$ cat src/hdl/fstp_pkg.sv
// ----------------------------------------------------------------------------
// fstp_pkg
// Shared types and constants of the framed serial target parser.
// ----------------------------------------------------------------------------
`default_nettype none

package fstp_pkg;

    localparam int unsigned MAX_PAYLOAD_DEF = 32;
    localparam int unsigned LEN_W           = 6;
    localparam int unsigned HEAD_DEPTH      = 7;
    localparam int unsigned HEAD_IDX_W      = 3;

    localparam logic [7:0] SYNC1_BYTE  = 8'hAA;
    localparam logic [7:0] SYNC2_BYTE  = 8'h55;
    localparam logic [7:0] CR_BYTE     = 8'h0D;
    localparam logic [7:0] LF_BYTE     = 8'h0A;
    localparam logic [7:0] TYPE_TARGET = 8'h01;
    localparam logic [7:0] TYPE_CMD    = 8'h02;

    typedef enum logic [1:0] {
        EV_NONE    = 2'd0,
        EV_TARGET  = 2'd1,
        EV_COMMAND = 2'd2
    } t_event;

    typedef enum logic [2:0] {
        PH_SYNC1 = 3'd0,
        PH_SYNC2 = 3'd1,
        PH_LEN   = 3'd2,
        PH_TYPE  = 3'd3,
        PH_DATA  = 3'd4,
        PH_CHK   = 3'd5,
        PH_CR    = 3'd6,
        PH_LF    = 3'd7
    } t_phase;

    typedef struct packed {
        logic                               done;
        logic [7:0]                         kind;
        logic [LEN_W-1:0]                   length;
        logic [HEAD_DEPTH-1:0][7:0]         head;
    } t_frame_info;

endpackage

`default_nettype wire

$ cat src/hdl/fstp_in_if.sv
// ----------------------------------------------------------------------------
// fstp_in_if
// Request channel carrying one received byte and its timestamp.
// ----------------------------------------------------------------------------
`default_nettype none

interface fstp_in_if;
    logic        valid;
    logic        ready;
    logic [7:0]  rx_byte;
    logic [31:0] time_ms;

    modport source (output valid, output rx_byte, output time_ms, input ready);
    modport sink   (input valid, input rx_byte, input time_ms, output ready);
endinterface

`default_nettype wire

$ cat src/hdl/fstp_out_if.sv
// ----------------------------------------------------------------------------
// fstp_out_if
// Result channel carrying one parse result per received byte.
// ----------------------------------------------------------------------------
`default_nettype none

interface fstp_out_if;
    logic               valid;
    logic               ready;
    logic [1:0]         event_kind;
    logic [7:0]         frame_kind;
    logic signed [15:0] pos_x;
    logic signed [15:0] pos_y;
    logic [7:0]         obj_class;
    logic [15:0]        area;
    logic [31:0]        stamp_ms;
    logic [7:0]         command_code;

    modport source (output valid, output event_kind, output frame_kind, output pos_x,
                    output pos_y, output obj_class, output area, output stamp_ms,
                    output command_code, input ready);
    modport sink   (input valid, input event_kind, input frame_kind, input pos_x,
                    input pos_y, input obj_class, input area, input stamp_ms,
                    input command_code, output ready);
endinterface

`default_nettype wire

$ cat src/hdl/fstp_frame_fsm.sv
// ----------------------------------------------------------------------------
// fstp_frame_fsm
// Frame parser state: sync hunt, length/type capture, payload head and XOR.
// ----------------------------------------------------------------------------
`default_nettype none

module fstp_frame_fsm #(
    parameter int unsigned P_MAX_PAYLOAD = fstp_pkg::MAX_PAYLOAD_DEF
) (
    input  wire logic                  i_clk,
    input  wire logic                  i_rst_n,
    input  wire logic                  i_step,
    input  wire logic [7:0]            i_byte,
    output fstp_pkg::t_frame_info      o_info
);

    localparam logic [7:0] MAX_LEN = 8'(P_MAX_PAYLOAD);

    fstp_pkg::t_phase                r_phase, n_phase;
    logic [fstp_pkg::LEN_W-1:0]      r_length, n_length;
    logic [7:0]                      r_type, n_type;
    logic [fstp_pkg::LEN_W-1:0]      r_index, n_index;
    logic [7:0]                      r_xor, n_xor;
    logic [7:0]                      r_head [fstp_pkg::HEAD_DEPTH];
    logic                            head_we;
    logic                            lf_hit;

    always_ff @(posedge i_clk) begin
        if (!i_rst_n) begin
            r_phase  <= fstp_pkg::PH_SYNC1;
            r_length <= '0;
            r_type   <= '0;
            r_index  <= '0;
            r_xor    <= '0;
        end else if (i_step) begin
            r_phase  <= n_phase;
            r_length <= n_length;
            r_type   <= n_type;
            r_index  <= n_index;
            r_xor    <= n_xor;
        end
    end

    always_ff @(posedge i_clk) begin
        if (i_step && head_we) begin
            r_head[r_index[fstp_pkg::HEAD_IDX_W-1:0]] <= i_byte;
        end
    end

    always_comb begin
        n_phase  = r_phase;
        n_length = r_length;
        n_type   = r_type;
        n_index  = r_index;
        n_xor    = r_xor;
        head_we  = 1'b0;
        lf_hit   = 1'b0;
        case (r_phase)
            fstp_pkg::PH_SYNC1: begin
                if (i_byte == fstp_pkg::SYNC1_BYTE) n_phase = fstp_pkg::PH_SYNC2;
            end
            fstp_pkg::PH_SYNC2: begin
                n_phase = (i_byte == fstp_pkg::SYNC2_BYTE) ? fstp_pkg::PH_LEN
                                                           : fstp_pkg::PH_SYNC1;
            end
            fstp_pkg::PH_LEN: begin
                if (i_byte == 8'd0 || i_byte > MAX_LEN) begin
                    n_phase = fstp_pkg::PH_SYNC1;
                end else begin
                    n_length = i_byte[fstp_pkg::LEN_W-1:0];
                    n_xor    = i_byte;
                    n_phase  = fstp_pkg::PH_TYPE;
                end
            end
            fstp_pkg::PH_TYPE: begin
                n_type  = i_byte;
                n_xor   = r_xor ^ i_byte;
                n_index = '0;
                n_phase = fstp_pkg::PH_DATA;
            end
            fstp_pkg::PH_DATA: begin
                if (r_index < r_length) begin
                    head_we = (r_index < fstp_pkg::LEN_W'(fstp_pkg::HEAD_DEPTH));
                    n_index = r_index + fstp_pkg::LEN_W'(1);
                    n_xor   = r_xor ^ i_byte;
                end
                if (n_index >= r_length) n_phase = fstp_pkg::PH_CHK;
            end
            fstp_pkg::PH_CHK: begin
                n_phase = (i_byte == r_xor) ? fstp_pkg::PH_CR : fstp_pkg::PH_SYNC1;
            end
            fstp_pkg::PH_CR: begin
                n_phase = (i_byte == fstp_pkg::CR_BYTE) ? fstp_pkg::PH_LF
                                                        : fstp_pkg::PH_SYNC1;
            end
            default: begin
                n_phase = fstp_pkg::PH_SYNC1;
                lf_hit  = (i_byte == fstp_pkg::LF_BYTE);
            end
        endcase
    end

    always_comb begin
        o_info.done   = lf_hit;
        o_info.kind   = r_type;
        o_info.length = r_length;
        for (int k = 0; k < fstp_pkg::HEAD_DEPTH; k++) begin
            o_info.head[k] = r_head[k];
        end
    end

endmodule

`default_nettype wire

$ cat src/hdl/framed_serial_target_parser_core.sv
// ----------------------------------------------------------------------------
// framed_serial_target_parser_core
// Parses AA 55 LEN TYPE payload CHK CR LF frames from a byte stream.
// ----------------------------------------------------------------------------
// Every accepted byte yields exactly one result in the following cycle, from a
// single registered stage: the parser state and the result register update
// on the same edge. A new byte is taken every cycle while the result register
// is empty or being drained, so throughput is one byte per clock. A result of
// kind target (type 1, at least 7 payload bytes) or command (type 2) appears
// on the LF byte of a frame whose checksum, CR and LF checked good; all other
// bytes give a none result with all fields zero.
`default_nettype none

module framed_serial_target_parser_core #(
    parameter int unsigned P_MAX_PAYLOAD = fstp_pkg::MAX_PAYLOAD_DEF
) (
    input  wire logic      i_clk,
    input  wire logic      i_rst_n,
    fstp_in_if.sink        i_in,
    fstp_out_if.source     o_out
);

    fstp_pkg::t_frame_info frame_info;
    logic                  step;

    logic                  r_valid;
    logic [1:0]            r_event, n_event;
    logic [7:0]            r_kind, n_kind;
    logic [15:0]           r_x, n_x;
    logic [15:0]           r_y, n_y;
    logic [7:0]            r_class, n_class;
    logic [15:0]           r_area, n_area;
    logic [31:0]           r_stamp, n_stamp;
    logic [7:0]            r_cmd, n_cmd;

    assign i_in.ready = !r_valid || o_out.ready;
    assign step       = i_in.valid && i_in.ready;

    fstp_frame_fsm #(
        .P_MAX_PAYLOAD (P_MAX_PAYLOAD)
    ) u_fsm (
        .i_clk   (i_clk),
        .i_rst_n (i_rst_n),
        .i_step  (step),
        .i_byte  (i_in.rx_byte),
        .o_info  (frame_info)
    );

    always_comb begin
        n_event = fstp_pkg::EV_NONE;
        n_kind  = '0;
        n_x     = '0;
        n_y     = '0;
        n_class = '0;
        n_area  = '0;
        n_stamp = '0;
        n_cmd   = '0;
        if (frame_info.done) begin
            if (frame_info.kind == fstp_pkg::TYPE_TARGET &&
                frame_info.length >= fstp_pkg::LEN_W'(fstp_pkg::HEAD_DEPTH)) begin
                n_event = fstp_pkg::EV_TARGET;
                n_kind  = frame_info.kind;
                n_x     = {frame_info.head[1], frame_info.head[0]};
                n_y     = {frame_info.head[3], frame_info.head[2]};
                n_class = frame_info.head[4];
                n_area  = {frame_info.head[6], frame_info.head[5]};
                n_stamp = i_in.time_ms;
            end else if (frame_info.kind == fstp_pkg::TYPE_CMD &&
                         frame_info.length != '0) begin
                n_event = fstp_pkg::EV_COMMAND;
                n_kind  = frame_info.kind;
                n_cmd   = frame_info.head[0];
            end
        end
    end

    always_ff @(posedge i_clk) begin
        if (!i_rst_n) begin
            r_valid <= 1'b0;
        end else if (step) begin
            r_valid <= 1'b1;
        end else if (o_out.ready) begin
            r_valid <= 1'b0;
        end
    end

    always_ff @(posedge i_clk) begin
        if (step) begin
            r_event <= n_event;
            r_kind  <= n_kind;
            r_x     <= n_x;
            r_y     <= n_y;
            r_class <= n_class;
            r_area  <= n_area;
            r_stamp <= n_stamp;
            r_cmd   <= n_cmd;
        end
    end

    assign o_out.valid        = r_valid;
    assign o_out.event_kind   = r_event;
    assign o_out.frame_kind   = r_kind;
    assign o_out.pos_x        = r_x;
    assign o_out.pos_y        = r_y;
    assign o_out.obj_class    = r_class;
    assign o_out.area         = r_area;
    assign o_out.stamp_ms     = r_stamp;
    assign o_out.command_code = r_cmd;

endmodule

`default_nettype wire

$ cat src/flat_wrapper.sv
// flat-port wrapper written by rule: the top's interface ports become plain ports
module framed_serial_target_parser_core_flat 
#(
    parameter int unsigned P_MAX_PAYLOAD = fstp_pkg::MAX_PAYLOAD_DEF
)
  (i_clk, i_rst_n, i_in_valid, i_in_rx_byte, i_in_time_ms, i_in_ready, o_out_valid, o_out_event_kind, o_out_frame_kind, o_out_pos_x, o_out_pos_y, o_out_obj_class, o_out_area, o_out_stamp_ms, o_out_command_code, o_out_ready);
  fstp_in_if i_in_i ();
  fstp_out_if o_out_i ();
  input  wire logic i_clk;
  input  wire logic i_rst_n;
  input wire logic [$bits(i_in_i.valid)-1:0] i_in_valid;
  input wire logic [$bits(i_in_i.rx_byte)-1:0] i_in_rx_byte;
  input wire logic [$bits(i_in_i.time_ms)-1:0] i_in_time_ms;
  output wire logic [$bits(i_in_i.ready)-1:0] i_in_ready;
  output wire logic [$bits(o_out_i.valid)-1:0] o_out_valid;
  output wire logic [$bits(o_out_i.event_kind)-1:0] o_out_event_kind;
  output wire logic [$bits(o_out_i.frame_kind)-1:0] o_out_frame_kind;
  output wire logic [$bits(o_out_i.pos_x)-1:0] o_out_pos_x;
  output wire logic [$bits(o_out_i.pos_y)-1:0] o_out_pos_y;
  output wire logic [$bits(o_out_i.obj_class)-1:0] o_out_obj_class;
  output wire logic [$bits(o_out_i.area)-1:0] o_out_area;
  output wire logic [$bits(o_out_i.stamp_ms)-1:0] o_out_stamp_ms;
  output wire logic [$bits(o_out_i.command_code)-1:0] o_out_command_code;
  input wire logic [$bits(o_out_i.ready)-1:0] o_out_ready;
  assign i_in_i.valid = i_in_valid;
  assign i_in_i.rx_byte = i_in_rx_byte;
  assign i_in_i.time_ms = i_in_time_ms;
  assign i_in_ready = i_in_i.ready;
  assign o_out_valid = o_out_i.valid;
  assign o_out_event_kind = o_out_i.event_kind;
  assign o_out_frame_kind = o_out_i.frame_kind;
  assign o_out_pos_x = o_out_i.pos_x;
  assign o_out_pos_y = o_out_i.pos_y;
  assign o_out_obj_class = o_out_i.obj_class;
  assign o_out_area = o_out_i.area;
  assign o_out_stamp_ms = o_out_i.stamp_ms;
  assign o_out_command_code = o_out_i.command_code;
  assign o_out_i.ready = o_out_ready;
  framed_serial_target_parser_core #(.P_MAX_PAYLOAD(P_MAX_PAYLOAD)) u_core (.i_clk(i_clk), .i_rst_n(i_rst_n), .i_in(i_in_i), .o_out(o_out_i));
endmodule
$ cat config.mk
export PLATFORM = sky130hd
export DESIGN_NAME = framed_serial_target_parser_core_flat
export DESIGN_NICKNAME = d
export VERILOG_FILES = /design/src/hdl/fstp_pkg.sv /design/src/hdl/fstp_in_if.sv /design/src/hdl/fstp_out_if.sv /design/src/hdl/fstp_frame_fsm.sv /design/src/hdl/framed_serial_target_parser_core.sv /design/src/flat_wrapper.sv
export SDC_FILE = /design/constraint.sdc
export NUM_CORES = 1
export LEC_CHECK = 0
export ABC_CLOCK_PERIOD_IN_PS = 5100
export BUFFER_PORTS_ARGS = -buffer_cell sky130_fd_sc_hd__buf_4
export CAP_MARGIN = 20
export CORE_MARGIN = 2
export CORE_UTILIZATION = 45
export DETAILED_ROUTE_END_ITERATION = 8
export GPL_ROUTABILITY_DRIVEN = 0
export GPL_TIMING_DRIVEN = 0
export MAX_ROUTING_LAYER = met4
export PLACE_DENSITY = 0.67
export SLEW_MARGIN = 10
export SYNTH_ARGS = -nofsm -noshare
export SYNTH_HDL_FRONTEND = slang
export SYNTH_SLANG_ARGS = --single-unit
$ cat constraint.sdc
create_clock -name i_clk -period 5.1 [get_ports i_clk]
set_input_delay 0.765 -clock i_clk [delete_from_list [all_inputs] [get_ports i_clk]]
set_output_delay 0.765 -clock i_clk [all_outputs]
set_load 0.03 [all_outputs]
# == After elaboration in Yosys (flattened, before gate mapping) ==
# Memory sizes are Yosys's and may differ from the RTL's. A register that Yosys moved wholly into a read port is not among the register bits.
# Index checks and enable logic that the tools add are counted.
# totals
register_bits,98
ramBits,56
in_bits,44
output_inout_bits,108
elab_cells,92
n_memories,1
# op_classes
addsub,1
order_cmp,5
n_eq_ne,17
mux,24
n_bitwise,4
n_reduce_logical,28
# memory_table
name,words,word_bits,read_ports,rd_ports_with_merged_regs,wr,line,rtl
u_core.u_fsm.r_head,7,8,7,6,1,fstp_frame_fsm.sv:24,logic [7:0] r_head [fstp_pkg::HEAD_DEPTH];
# ops
op,count
8-bit 2-to-1 mux,4
8-bit one-hot mux with 3 select lines,1
3-bit one-hot mux with 7 select lines,1
"8-bit by 4-bit == test with 1-bit output, second input constant",2
3-bit 2-to-1 mux,4
6-bit 2-to-1 mux,2
6-bit one-hot mux with 2 select lines,1
"3-bit == test, second input constant",3
"8-bit by 1-bit == test with 1-bit output, second input constant",1
"8-bit by 2-bit == test with 1-bit output, second input constant",1
"8-bit by 7-bit == test with 1-bit output, second input constant",1
8-bit == test,1
"8-bit == test, second input constant",1
"8-bit by 6-bit > comparator with 1-bit output, second input constant",1
8-bit logical NOT,1
1-bit 2-to-1 mux,8
"2-bit inequality test, second input constant",4
8-bit XOR,1
1-bit logical NOT,7
7-bit OR reduction,1
"6-bit by 1-bit adder with 6-bit output, second input constant",1
"3-bit by 2-bit == test with 1-bit output, second input constant",2
"6-bit by 3-bit >= comparator with 1-bit output, second input constant",1
6-bit >= comparator,1
other kinds (16),28

# == Logic depth before layout (Yosys ltp) ==
# Gate-level depths: netlist (run 1).
# depth
ltp_word,6
depth_mapped,15

# == Cells and area by module ==
# From an unflattened synthesis (run 1), not the netlist that was laid out.
# unflattened
cells_unflattened,557
area_unflattened_um2,7933.9
# by_module_without_submodules
module,instances,cells_per_inst,area_each_um2,seq_area_each_um2
framed_serial_target_parser_core,1,240,4116.4,3203.1
fstp_frame_fsm,1,317,3817.4,2302.2

# == Worst setup path after synthesis (run 1) ==
# OpenSTA, ideal clock, no wires.
# synth_timing
kind,input to register
startpoint,input port o_out_ready
endpoint,register u_core.u_fsm.r_type[0]
setup_time_ns,0.128
t_arrival_ns,4.913
required_ns,4.972
path_slack_ns,0.059
path_stages,6
cell_sequence,nand2b_1 > nand2_1 > clkinv_1 > nand2_1 > mux2i_1 > nor2_1
# synth_between
elab_chain_len,3
# synth_lines
item,line,rtl
start: declaration,flat_wrapper.sv:24,input wire logic [$bits(o_out_i.ready)-1:0] o_out_ready;
1-bit logical OR,framed_serial_target_parser_core.sv:36,assign i_in.ready = !r_valid || o_out.ready;
1-bit logical AND,framed_serial_target_parser_core.sv:37,assign step = i_in.valid && i_in.ready;
via u_core.step,framed_serial_target_parser_core.sv:24,logic step;
2-bit AND reduction (no source line),-,
end signal: assignment,fstp_frame_fsm.sv:38,r_type <= n_type;
end: declaration,fstp_frame_fsm.sv:21,"logic [7:0] r_type, n_type;"
# The timed path passes the listed nets, and every way through them passes these cells.
# A chain may end at the register's enable or synchronous reset.

# == Final worst setup path (run 1) ==
# layout_timing
startpoint,register u_core.u_fsm.r_index[3] (netlist bit)
endpoint,register u_core.u_fsm.r_phase[2]
# layout_between
elab_chain_len,6
elab_cells_between_ends,7
cone_classes,add/sub (1); order compare (2); eq/ne (1); mux (2); reduce/logical (1)
# layout_lines
item,line,rtl
start: declaration,fstp_frame_fsm.sv:22,"logic [fstp_pkg::LEN_W-1:0] r_index, n_index;"
start signal: assignment,fstp_frame_fsm.sv:39,r_index <= n_index;
6-bit by 1-bit adder with 6-bit output / 6-bit less-than comparator (equally long branches),"fstp_frame_fsm.sv:84, fstp_frame_fsm.sv:82",
6-bit 2-to-1 mux (*),fstp_frame_fsm.sv:82,if (r_index < r_length) begin
6-bit 2-to-1 mux (*),fstp_frame_fsm.sv:58,case (r_phase)
6-bit >= comparator (*),fstp_frame_fsm.sv:87,if (n_index >= r_length) n_phase = fstp_pkg::PH_CHK;
2-bit inequality test (no source line) (*),-,
3-bit AND reduction (no source line) (*),-,
end signal: assignment,fstp_frame_fsm.sv:30,r_phase <= fstp_pkg::PH_SYNC1;
end signal: assignment,fstp_frame_fsm.sv:36,r_phase <= n_phase;
end: declaration,fstp_frame_fsm.sv:19,"fstp_pkg::t_phase r_phase, n_phase;"
# Mark *: on every way between the ends. The rest lies on a longest branch, timed or not. The select of a mux whose other input is x is not followed.

==> qor.yml, run 1 <==
run_status:
  outcome: "completed"
placed_design:
  dp_cells: 912
  dpl.hpwl_mm: 11.5
  placed_area_sq_mm: 0.00919
  io_buffers: 151
synthesis:
  ys_types: 57
  synth-async-reset-ratio_pct: 0
  yosysMostFrequentCell: "edfxtp_1"
  avgSynthCellArea_sq_um: 14.5
  seq_area_frac_synth_pct: 71.4
  ys_warn_count: 0
  synth-edff-count: 162
  synth_area_leaders: "edfxtp_1, dfxtp_1, and2_1, ha_1, mux2i_1"
  synthTopCellsByCount: "edfxtp_1, and2_1, dfxtp_1, nor2_1, clkbuf_1"
  ys_ff_latch: 194
  ys.flop_type: "edfxtp_1"
  netlist_area_sq_mm: 0.00771
  synth_area_leader_cell: "edfxtp_1"
  synth_top_cell_area_share_pct: 63.1
  syn-instance-count: 533
cts:
  cts_tree: "yes"
  cts_setup_buffers: 0
  clock_latency_ns: 0.43
  ctsHoldBuffers: 0
  clk_pin_slew_ns: 0.07
  h-tree-depth: 4
  cts_resized: 0
  clockRootBuffer: "clkbuf_16"
  numCtsBuffers: 17
  clockBufferDepth: 2
  cts.sinks: 194
power:
  pwr_density_cell_mw_per_mm2: 353
  cellInternalPower_uw: 2720
  power.leakage_uw: 0.00388
  p_switching_uw: 753
  irDropWorstVdd_v: 0.000240
  netSwitchingFraction_pct: 21.7
  power.share.clock_pct: 41.8
  comb_power_share_pct: 7.2
  power_frac_seq_pct: 51.0
timing:
  rsz0062_at_grt: "no"
  setup_viol: 0
  fin_crit_ns: 3.72
  tns_ns: 0
  max_slew_margin_pct: 40.4
  finalCritPeriodShare_pct: 72.9
  hold_ws_ns: 0.495
  hold_violations: 0
  tightest_slew_ns: 0.892
  drv_slew: 0
  skew_ns: 0.0125
  fmax_mhz: 269
worst_setup_path:
  required_ns: 5.41
  timing.critical_path.to_type: "flip-flop"
  cp_max_fo: 10
  worstPathArrival_ns: 4.03
  crit_type: "flip-flop to flip-flop"
  cp-start-kind: "flip-flop"
finish:
  area_delta_synth_final_pct: 27.7
  design_area_sq_mm: 0.00984
  n_antenna_cell: 0
  seq_area_sq_mm: 0.00551
  stdcell_count: 943
  nets: 767
  fillers: 1301
  multi_input_area_sq_mm: 0.00209
  drive_gt1_share_pct: 28.6
drt:
  wl_per_cell_microns: 17.5
  postRouteWirelength_mm: 16.5
  via_per_inst: 5.21
  drc: 0
  vias: 4913
  postRouteAntennaNets: 0
  drt_first_pass_iters: 4
  drt_iter0_drc: 340
die:
  die_h_microns: 135
  initial_core_util_pct: 46.3
  die_x_microns: 135
  ios: 152
  fp-row-count: 47
  core_sq_mm: 0.0166
  die-area_sq_mm: 0.0182
global_routing:
  grt_overflow: 0
  grt_pass1_wl_mm: 25.1
  track_usage_pct: 18.7
  antenna_found_initial: 0
  grt_pass1_vias: 4788
  grt_max_degree: 87
hold_path:
  hold_class: "flip-flop to flip-flop"
job:
  drv_cap: 0
-- final cells by class --
type,count,area share (%)
Inverter,10,0.432
Sequential cell,194,55.9
Tap cell,220,2.80
Buffer,25,1.03
Clock inverter,14,2.30
Multi-Input combinational cell,309,21.2
Timing Repair Buffer,154,11.9
Clock buffer,17,4.32
-- per-layer routing --
layer	GRT usage (%)	vias up	routed length, microns
li1	-	2300	-
met1	23.4	2382	7070
met2	30.9	212	8030
met3	4.43	19	1160
met4	5.09	0	204
met5	-	-	0
-- registers in the layout (all words and copies together) (netlist names), 8 cells and up --
register,flops
u_core.u_fsm.r_head,56
u_core.o_out.stamp_ms,32
u_core.o_out.area,16
u_core.o_out.pos_x,16
u_core.o_out.pos_y,16
u_core.o_out.command_code,8
u_core.o_out.frame_kind,8
u_core.o_out.obj_class,8
u_core.u_fsm.r_type,8
u_core.u_fsm.r_xor,8
-- power groups by stage --
stage	Clock, uW	Combinational, uW	Sequential, uW
finish	1450	251	1770
global route	1540	262	1770
CTS	1470	252	1770
detailed placement	0	252	1800
global placement	0	246	1810
floorplan	0	40.1	1900
-- stage by stage --
step,utilization [%],worst slack (ns),power [uW]
2_1_floorplan,-,0.0590,1940
5_1_grt,59.1,1.12,3570
4_1_cts,59.1,1.43,3490
3_5_place_dp,55.2,1.43,2060
3_3_place_gp,54.9,-1.28,2060
6_report,59.1,1.38,3470
-- layout by cell type, fill, tap and decap left out, types with 9 or more instances in the layout --
cell | netlist | routed
edfxtp_1 | 162 | 162
buf_4 | 0 | 152
and2_1 | 96 | 96
dfxtp_1 | 32 | 32
nor2_1 | 29 | 29
clkbuf_1 | 19 | 19
a21oi_1 | 17 | 17
clkbuf_16 | 0 | 17
nand2_1 | 15 | 15
mux2i_1 | 14 | 14
ha_1 | 12 | 12
nand2b_1 | 10 | 10
xnor2_1 | 10 | 10
nand3_1 | 10 | 10
inv_1 | 9 | 9
-- worst max-delay path, stage by stage (launching register included) --
cell,delay (ns)
dfxtp_1,0.48
ha_1,0.30
a211o_1,0.27
a21oi_1,0.17
o21a_1,0.21
clkbuf_1,0.39
nand4_1,0.22
xnor2_1,0.18
ha_1,0.30
a21oi_1,0.16
nor2b_1,0.07
o41a_1,0.45
o21a_1,0.14
o31a_1,0.27
-- cell families after synthesis --
kind of cell | after synthesis | synth area share, %
AND/OR/NAND/NOR | 208 | 16.2
adder cells (fa/ha/maj) | 12 | 1.95
AO/OA/AOI/OAI | 56 | 5.21
buffers and inverters | 35 | 1.80
XOR/XNOR | 11 | 1.25
flip-flops | 194 | 71.4
multiplexers | 16 | 2.11
other | 1 | 0.0487
-- path summary, 6_finish.rpt --
path,from,to,slack [ns],depth (start not counted)
worst min-delay path,u_core.u_fsm.r_type[2]$_SDFFE_PN0P_,u_core.u_fsm.r_type[2]$_SDFFE_PN0P_,0.49,2
worst max register to register,u_core.u_fsm.r_index[3]$_SDFFE_PN0P_,u_core.u_fsm.r_phase[2]$_SDFFE_PN0P_,1.38,13
worst min register to register,u_core.u_fsm.r_type[2]$_SDFFE_PN0P_,u_core.u_fsm.r_type[2]$_SDFFE_PN0P_,0.49,2
worst max-delay path,u_core.u_fsm.r_index[3]$_SDFFE_PN0P_,u_core.u_fsm.r_phase[2]$_SDFFE_PN0P_,1.38,13
Power figures use the tool's default switching activity.
==> run 2, diff against run 1 <==
Settings changed: ABC_AREA set to 1, ABC_CLOCK_PERIOD_IN_PS 5100 to 3250, PLACE_DENSITY 0.67 to 0.7.
Clock period 5.1 ns to 3.25 ns, I/O delays scaled along.
==> qor.yml, run 2 <==
run_status:
  outcome: "completed"
cts:
  cts_resized: 0
  clk_pin_slew_ns: 0.07
  clockRootBuffer: "clkbuf_16"
  numCtsBuffers: 17
  clockBufferDepth: 2
  cts_tree: "yes"
  ctsHoldBuffers: 0
  cts.sinks: 194
  clock_latency_ns: 0.44
  h-tree-depth: 4
  cts_setup_buffers: 0
drt:
  route.met2.wl_mm: 7.61
  via_per_inst: 4.65
  postRouteAntennaNets: 0
  drt_first_pass_iters: 5
  postRouteWirelength_mm: 16.1
  wl_met1_mm: 6.96
  drt_iter0_drc: 402
  vias: 5328
  met3_length_mm: 1.31
  highest_layer: "met4"
  drc: 0
  wl_per_cell_microns: 14.0
synthesis:
  synth-edff-count: 162
  synth_top_family_by_area: "simple AND/OR/NAND/NOR gates"
  synth_fa_ha_area_share_pct: 1.89
  ys_ff_latch: 194
  ys_types: 35
  syn-instance-count: 730
  synth_compound_area_share_pct: 4.22
  ys_warn_count: 0
  synth_area_leaders: "edfxtp_1, dfxtp_1, nor2_1, inv_1, nand2_1"
  synth-async-reset-ratio_pct: 0
  synth-xor-area-share_pct: 0.551
  ys.flop_type: "edfxtp_1"
  seq_area_frac_synth_pct: 69.3
  netlist_area_sq_mm: 0.00795
  synthTopCellsByCount: "edfxtp_1, nor2_1, inv_1, nand2_1, dfxtp_1"
  yosysMostFrequentCell: "edfxtp_1"
  avgSynthCellArea_sq_um: 10.9
  synth_top_cell_area_share_pct: 61.2
  synthSimpleGateAreaFrac_pct: 16.0
  synth_area_leader_cell: "edfxtp_1"
  synthMuxAreaShare_pct: 0
timing:
  drv_slew: 0
  hold_violations: 0
  max_slew_margin_pct: 31.4
  tightest_slew_ns: 1.02
  skew_ns: 0.0116
  layout_setup_ws_ns: 0.537
  fin_crit_ns: 2.71
  setup_viol: 0
  rsz0062_at_grt: "no"
  finalCritPeriodShare_pct: 83.5
  fmax_mhz: 369
worst_setup_path:
  cpPeakStageDelay_ns: 0.47
  crit_type: "flip-flop to flip-flop"
  r2r.worst_path.cells: 14
  crit_buf_inv: 1
  timing.critical_path.to_type: "flip-flop"
  crit_slowest_cell: "dfxtp_1"
  r2r_slack_ns: 0.54
  path_delay_family: "simple AND/OR/NAND/NOR gates"
  reg2reg_from: "u_core.u_fsm.r_index[1]$_SDFFE_PN0P_"
  cp_cell_sequence: "ha_1 -> a21boi_1 -> o21ai_2 -> nand2_2 -> inv_2 -> nand2_1 -> and2_1 -> ha_1 -> a21o_1 -> nor2_1 -> nand3_1 -> nand2_1 -> o21bai_1 -> a21oi_1"
  required_ns: 3.56
  cp-start-kind: "flip-flop"
  worstPathArrival_ns: 3.02
  r2r_end: "u_core.u_fsm.r_phase[1]$_SDFFE_PN0P_"
  cp_max_fo: 8
die:
  fp-row-count: 48
  ios: 152
  die-area_sq_mm: 0.0187
  initial_core_util_pct: 46.0
  die_x_microns: 137
  die_h_microns: 137
  core_sq_mm: 0.0173
global_routing:
  track_usage_pct: 17.7
  grt_max_degree: 35
  grt_overflow: 0
  grt_pass1_wl_mm: 24.2
  grt_pass1_vias: 4822
  antenna_found_initial: 0
power:
  power.leakage_uw: 0.00450
  power_frac_seq_pct: 53.9
  netSwitchingFraction_pct: 24.1
  comb_power_share_pct: 7.4
  irDropWorstVdd_v: 0.000370
  power.share.clock_pct: 38.7
  cellInternalPower_uw: 3890
  pwr_density_cell_mw_per_mm2: 511
  p_switching_uw: 1230
finish:
  n_antenna_cell: 0
  area_delta_synth_final_pct: 26.0
  drive_gt1_share_pct: 25.7
  finalCoreUtilization_pct: 57.9
  stdcell_count: 1146
  fillers: 1468
  largest_register_ffs: 56
  layout_common_cells: "edfxtp_1, buf_4, nor2_1"
  nets: 964
  design_area_sq_mm: 0.0100
  multi_input_area_sq_mm: 0.00182
  seq_area_sq_mm: 0.00551
  mostFrequentLayoutCell: "edfxtp_1"
placed_design:
  placed_area_sq_mm: 0.00945
  dpl.hpwl_mm: 11.1
  io_buffers: 151
  pre_cts_ws_ns: 0.560
  dp_cells: 1114
hold_path:
  whs_endpoint: "u_core.o_out.valid$_SDFFE_PN0P_"
  whs_path_depth: 4
  hold_class: "primary input to flip-flop"
  hp-start: "o_out_ready"
job:
  drv_cap: 0
run 2: logic make-up (layout without fill, tap and decap cells):
group | after synthesis | in the layout
other cells | 1 | 6
simple gates | 297 | 297
buf+inv | 162 | 348
compound gates | 59 | 59
fa+ha+maj | 12 | 12
flops | 194 | 194
xor+xnor | 5 | 5
run 2: worst max path at each step:
stage	startpoint	to	slack, ns	depth (start not counted)
final	u_core.u_fsm.r_index[1]$_SDFFE_PN0P_	u_core.u_fsm.r_phase[1]$_SDFFE_PN0P_	0.54	14
after global routing	u_core.u_fsm.r_index[1]$_SDFFE_PN0P_	u_core.u_fsm.r_phase[2]$_SDFFE_PN0P_	0.27	14
after CTS	u_core.u_fsm.r_index[1]$_SDFFE_PN0P_	u_core.u_fsm.r_phase[1]$_SDFFE_PN0P_	0.55	14
after detailed placement	u_core.u_fsm.r_index[1]$_SDFFE_PN0P_	u_core.u_fsm.r_phase[1]$_SDFFE_PN0P_	0.56	14
after global placement	o_out_ready	u_core.u_fsm.r_index[1]$_SDFFE_PN0P_	-0.81	8
after floorplan	u_core.o_out.valid$_SDFFE_PN0P_	u_core.u_fsm.r_length[5]$_SDFFE_PN0P_	0.09	7
run 2: routing by layer:
layer / vias to the layer above / track usage, %
met4: 0 / 5.61
met5: - / -
li1: 2699 / -
met1: 2428 / 22.5
met2: 189 / 28.2
met3: 12 / 4.44
run 2: power by group through the flow:
stage          clock [uW]  sequential (uW)  combinational [uW]
4_1_cts              2030             2760                 382
3_3_place_gp            0             2820                 366
6_report             1980             2760                 378
3_5_place_dp            0             2820                 381
2_1_floorplan           0             2940                67.5
5_1_grt              2130             2770                 402
run 2: tightest hold or removal path, cell delays in order:
cell     delay [ns]
buf_4          0.07
inv_1          0.03
nand2_2        0.06
a21oi_1        0.06
run 2: cell type report:
cell class / instances / area share [%]
multi-input cells: 379 / 18.2
inverters: 147 / 5.55
plain buffers: 15 / 0.899
clock buffers: 17 / 4.25
repair buffers: 154 / 11.9
clock inverters: 15 / 1.41
well taps: 225 / 2.81
flip-flops and latches: 194 / 55.0
run 2: per-stage QoR:
stage	power, uW	hold slack [ns]	setup TNS [ns]
after floorplan	3010	0.461	0
after global placement	3190	0.473	-62.27
after detailed placement	3200	0.483	0
final	5120	0.322	0
after CTS	5170	0.307	0
after global routing	5290	0.335	0
==> run 3, diff against run 2 <==
Settings changed: ABC_CLOCK_PERIOD_IN_PS 3250 to 2320.
Clock period 3.25 ns to 2.32 ns, I/O delays scaled along.
==> qor.yml, run 3 (same netlist as run 2, synthesis figures left out) <==
finish:
  largest_register_ffs: 56
  drive_gt1_share_pct: 33.2
  mostFrequentLayoutCell: "edfxtp_1"
  area_delta_synth_final_pct: 31.6
  stdcell_count: 1154
  n_antenna_cell: 0
  nets: 972
  design_area_sq_mm: 0.0105
  fillers: 1368
  layout_common_cells: "edfxtp_1, buf_4, nor2_1"
die:
  initial_core_util_pct: 46.0
  core_sq_mm: 0.0173
  ios: 152
  die_x_microns: 137
  die-area_sq_mm: 0.0187
  die_h_microns: 137
  fp-row-count: 48
worst_setup_path:
  worstPathArrival_ns: 2.87
  timing.critical_path.to_type: "flip-flop"
  r2r_end: "u_core.u_fsm.r_phase[1]$_SDFFE_PN0P_"
  cp_max_fo: 6
  r2r_slack_ns: -0.19
  cp-start-kind: "flip-flop"
  r2r.worst_path.cells: 18
  reg2reg_from: "u_core.u_fsm.r_length[5]$_SDFFE_PN0P_"
  crit_type: "flip-flop to flip-flop"
  required_ns: 2.69
cts:
  numCtsBuffers: 17
  clockRootBuffer: "clkbuf_16"
  cts.sinks: 194
  h-tree-depth: 4
  clk_pin_slew_ns: 0.08
  cts_tree: "yes"
  clockBufferDepth: 2
  clock_latency_ns: 0.44
global_routing:
  track_usage_pct: 19.0
  grt_pass1_wl_mm: 26.0
  grt_max_degree: 43
  antenna_found_initial: 0
  grt_overflow: 0
  grt_pass1_vias: 5105
placed_design:
  io_buffers: 151
  placed_area_sq_mm: 0.00948
  dp_cells: 1113
  dpl.hpwl_mm: 11.5
run_status:
  violations: "setup timing"
  outcome: "finished, violations left"
timing:
  max_slew_margin_pct: 52.6
  drv_slew: 0
  layout_setup_ws_ns: -0.185
  tightest_slew_ns: 0.709
  finalCritPeriodShare_pct: 108
  skew_ns: 0.0142
  rsz0062_at_grt: "yes"
  tns_ns: -1.02
  fmax_mhz: 399
  fin_crit_ns: 2.51
  setup_viol: 11
  hold_violations: 0
power:
  pwr_density_cell_mw_per_mm2: 701
  irDropWorstVdd_v: 0.000547
  power.leakage_uw: 0.00462
drt:
  via_per_inst: 4.75
  wl_per_cell_microns: 15.2
  postRouteWirelength_mm: 17.5
  drt_first_pass_iters: 5
  postRouteAntennaNets: 0
  vias: 5480
  drt_iter0_drc: 287
  drc: 0
job:
  drv_cap: 0
hold_path:
  hold_class: "primary input to flip-flop"
  hp-start: "i_in_time_ms[30]"
  whs_path_depth: 3
  whs_endpoint: "u_core.o_out.stamp_ms[30]$_SDFFCE_PN0P_"
run 3: cell types whose count changed in the layout (fill, tap and decap cells not counted), moves of 7 or more:
cell | before | now
nand2_2 | 5 | 15
nand2_1 | 99 | 79
ha_1 | 12 | 4
nand2_4 | 3 | 11
inv_1 | 133 | 125
nor2_1 | 136 | 126
dfxtp_1 | 32 | 24
buf_4 | 151 | 158
ha_4 | 0 | 8
run 3: cell type report:
type                    count  area (sq um)  share of cell area (%)
clock inverters            15           178                    1.70
clock buffers              17           425                    4.07
well taps                 225           282                    2.69
flip-flops and latches    194          5520                    52.8
multi-input cells         379          2130                    20.4
plain buffers              15          96.3                   0.921
inverters                 147           571                    5.45
repair buffers            162          1260                    12.0
run 3: how the worst max path moves through the flow:
stage | startpoint | endpoint | slack, ns | cells after the start
3_3_place_gp | o_out_ready | u_core.u_fsm.r_index[1]$_SDFFE_PN0P_ | -1.42 | 8
3_5_place_dp | u_core.u_fsm.r_length[5]$_SDFFE_PN0P_ | u_core.u_fsm.r_head[6][1]$_DFFE_PP_ | -0.33 | 8
4_1_cts | u_core.u_fsm.r_length[1]$_SDFFE_PN0P_ | u_core.u_fsm.r_phase[2]$_SDFFE_PN0P_ | -0.13 | 15
2_1_floorplan | u_core.o_out.valid$_SDFFE_PN0P_ | u_core.u_fsm.r_length[5]$_SDFFE_PN0P_ | -0.45 | 7
6_report | u_core.u_fsm.r_length[5]$_SDFFE_PN0P_ | u_core.u_fsm.r_phase[1]$_SDFFE_PN0P_ | -0.19 | 18
5_1_grt | u_core.u_fsm.r_length[5]$_SDFFE_PN0P_ | u_core.u_fsm.r_phase[1]$_SDFFE_PN0P_ | -0.32 | 18
run 3: stage by stage:
step / utilization (%) / setup WS, ns / hold slack (ns) / power, uW
3_5_place_dp: 54.8 / -0.332 / 0.488 / 4480
2_1_floorplan: - / -0.454 / 0.447 / 4220
3_3_place_gp: 54.6 / -1.42 / 0.484 / 4480
5_1_grt: 60.5 / -0.315 / 0.193 / 7570
6_report: 60.5 / -0.185 / 0.199 / 7340
4_1_cts: 59.3 / -0.126 / 0.191 / 7380
run 3: layer usage:
layer / wire [microns] / track usage [%] / vias up
met2: 8870 / 31.7 / 195
met3: 1310 / 4.26 / 18
li1: - / - / 2721
met1: 7070 / 23.1 / 2546
met5: 0 / - / -
met4: 254 / 5.96 / 0
run 3: timing repair:
action	in CTS	in global routing
hold buffers	0	0
pin swaps	12	24
resized for setup	31	44
setup endpoints to repair	59	59
setup buffers	6	3
run 3: critical path: stages (launching register included):
cell and delay (ns):
dfxtp_2 0.36, inv_4 0.05, ha_4 0.26, a21oi_2 0.14, o21a_1 0.20, nand2_4 0.12, buf_6 0.16, nand2_4 0.06
nand2_4 0.06, ha_4 0.26, inv_2 0.03, nand2_2 0.05, nand2_2 0.05, nand2_2 0.08, nand2_2 0.06, nand3_2 0.11
nand2_4 0.07, o21bai_4 0.17, a21oi_1 0.13
run 3: power breakdown:
| part | switching, uW | total, uW | leakage, uW | internal (uW) |
|---|---|---|---|---|
| combinational | 353 | 531 | 0.00248 | 178 |
| sequential | 23.5 | 3870 | 0.00185 | 3840 |
| clock | 1470 | 2940 | 0.000291 | 1470 |
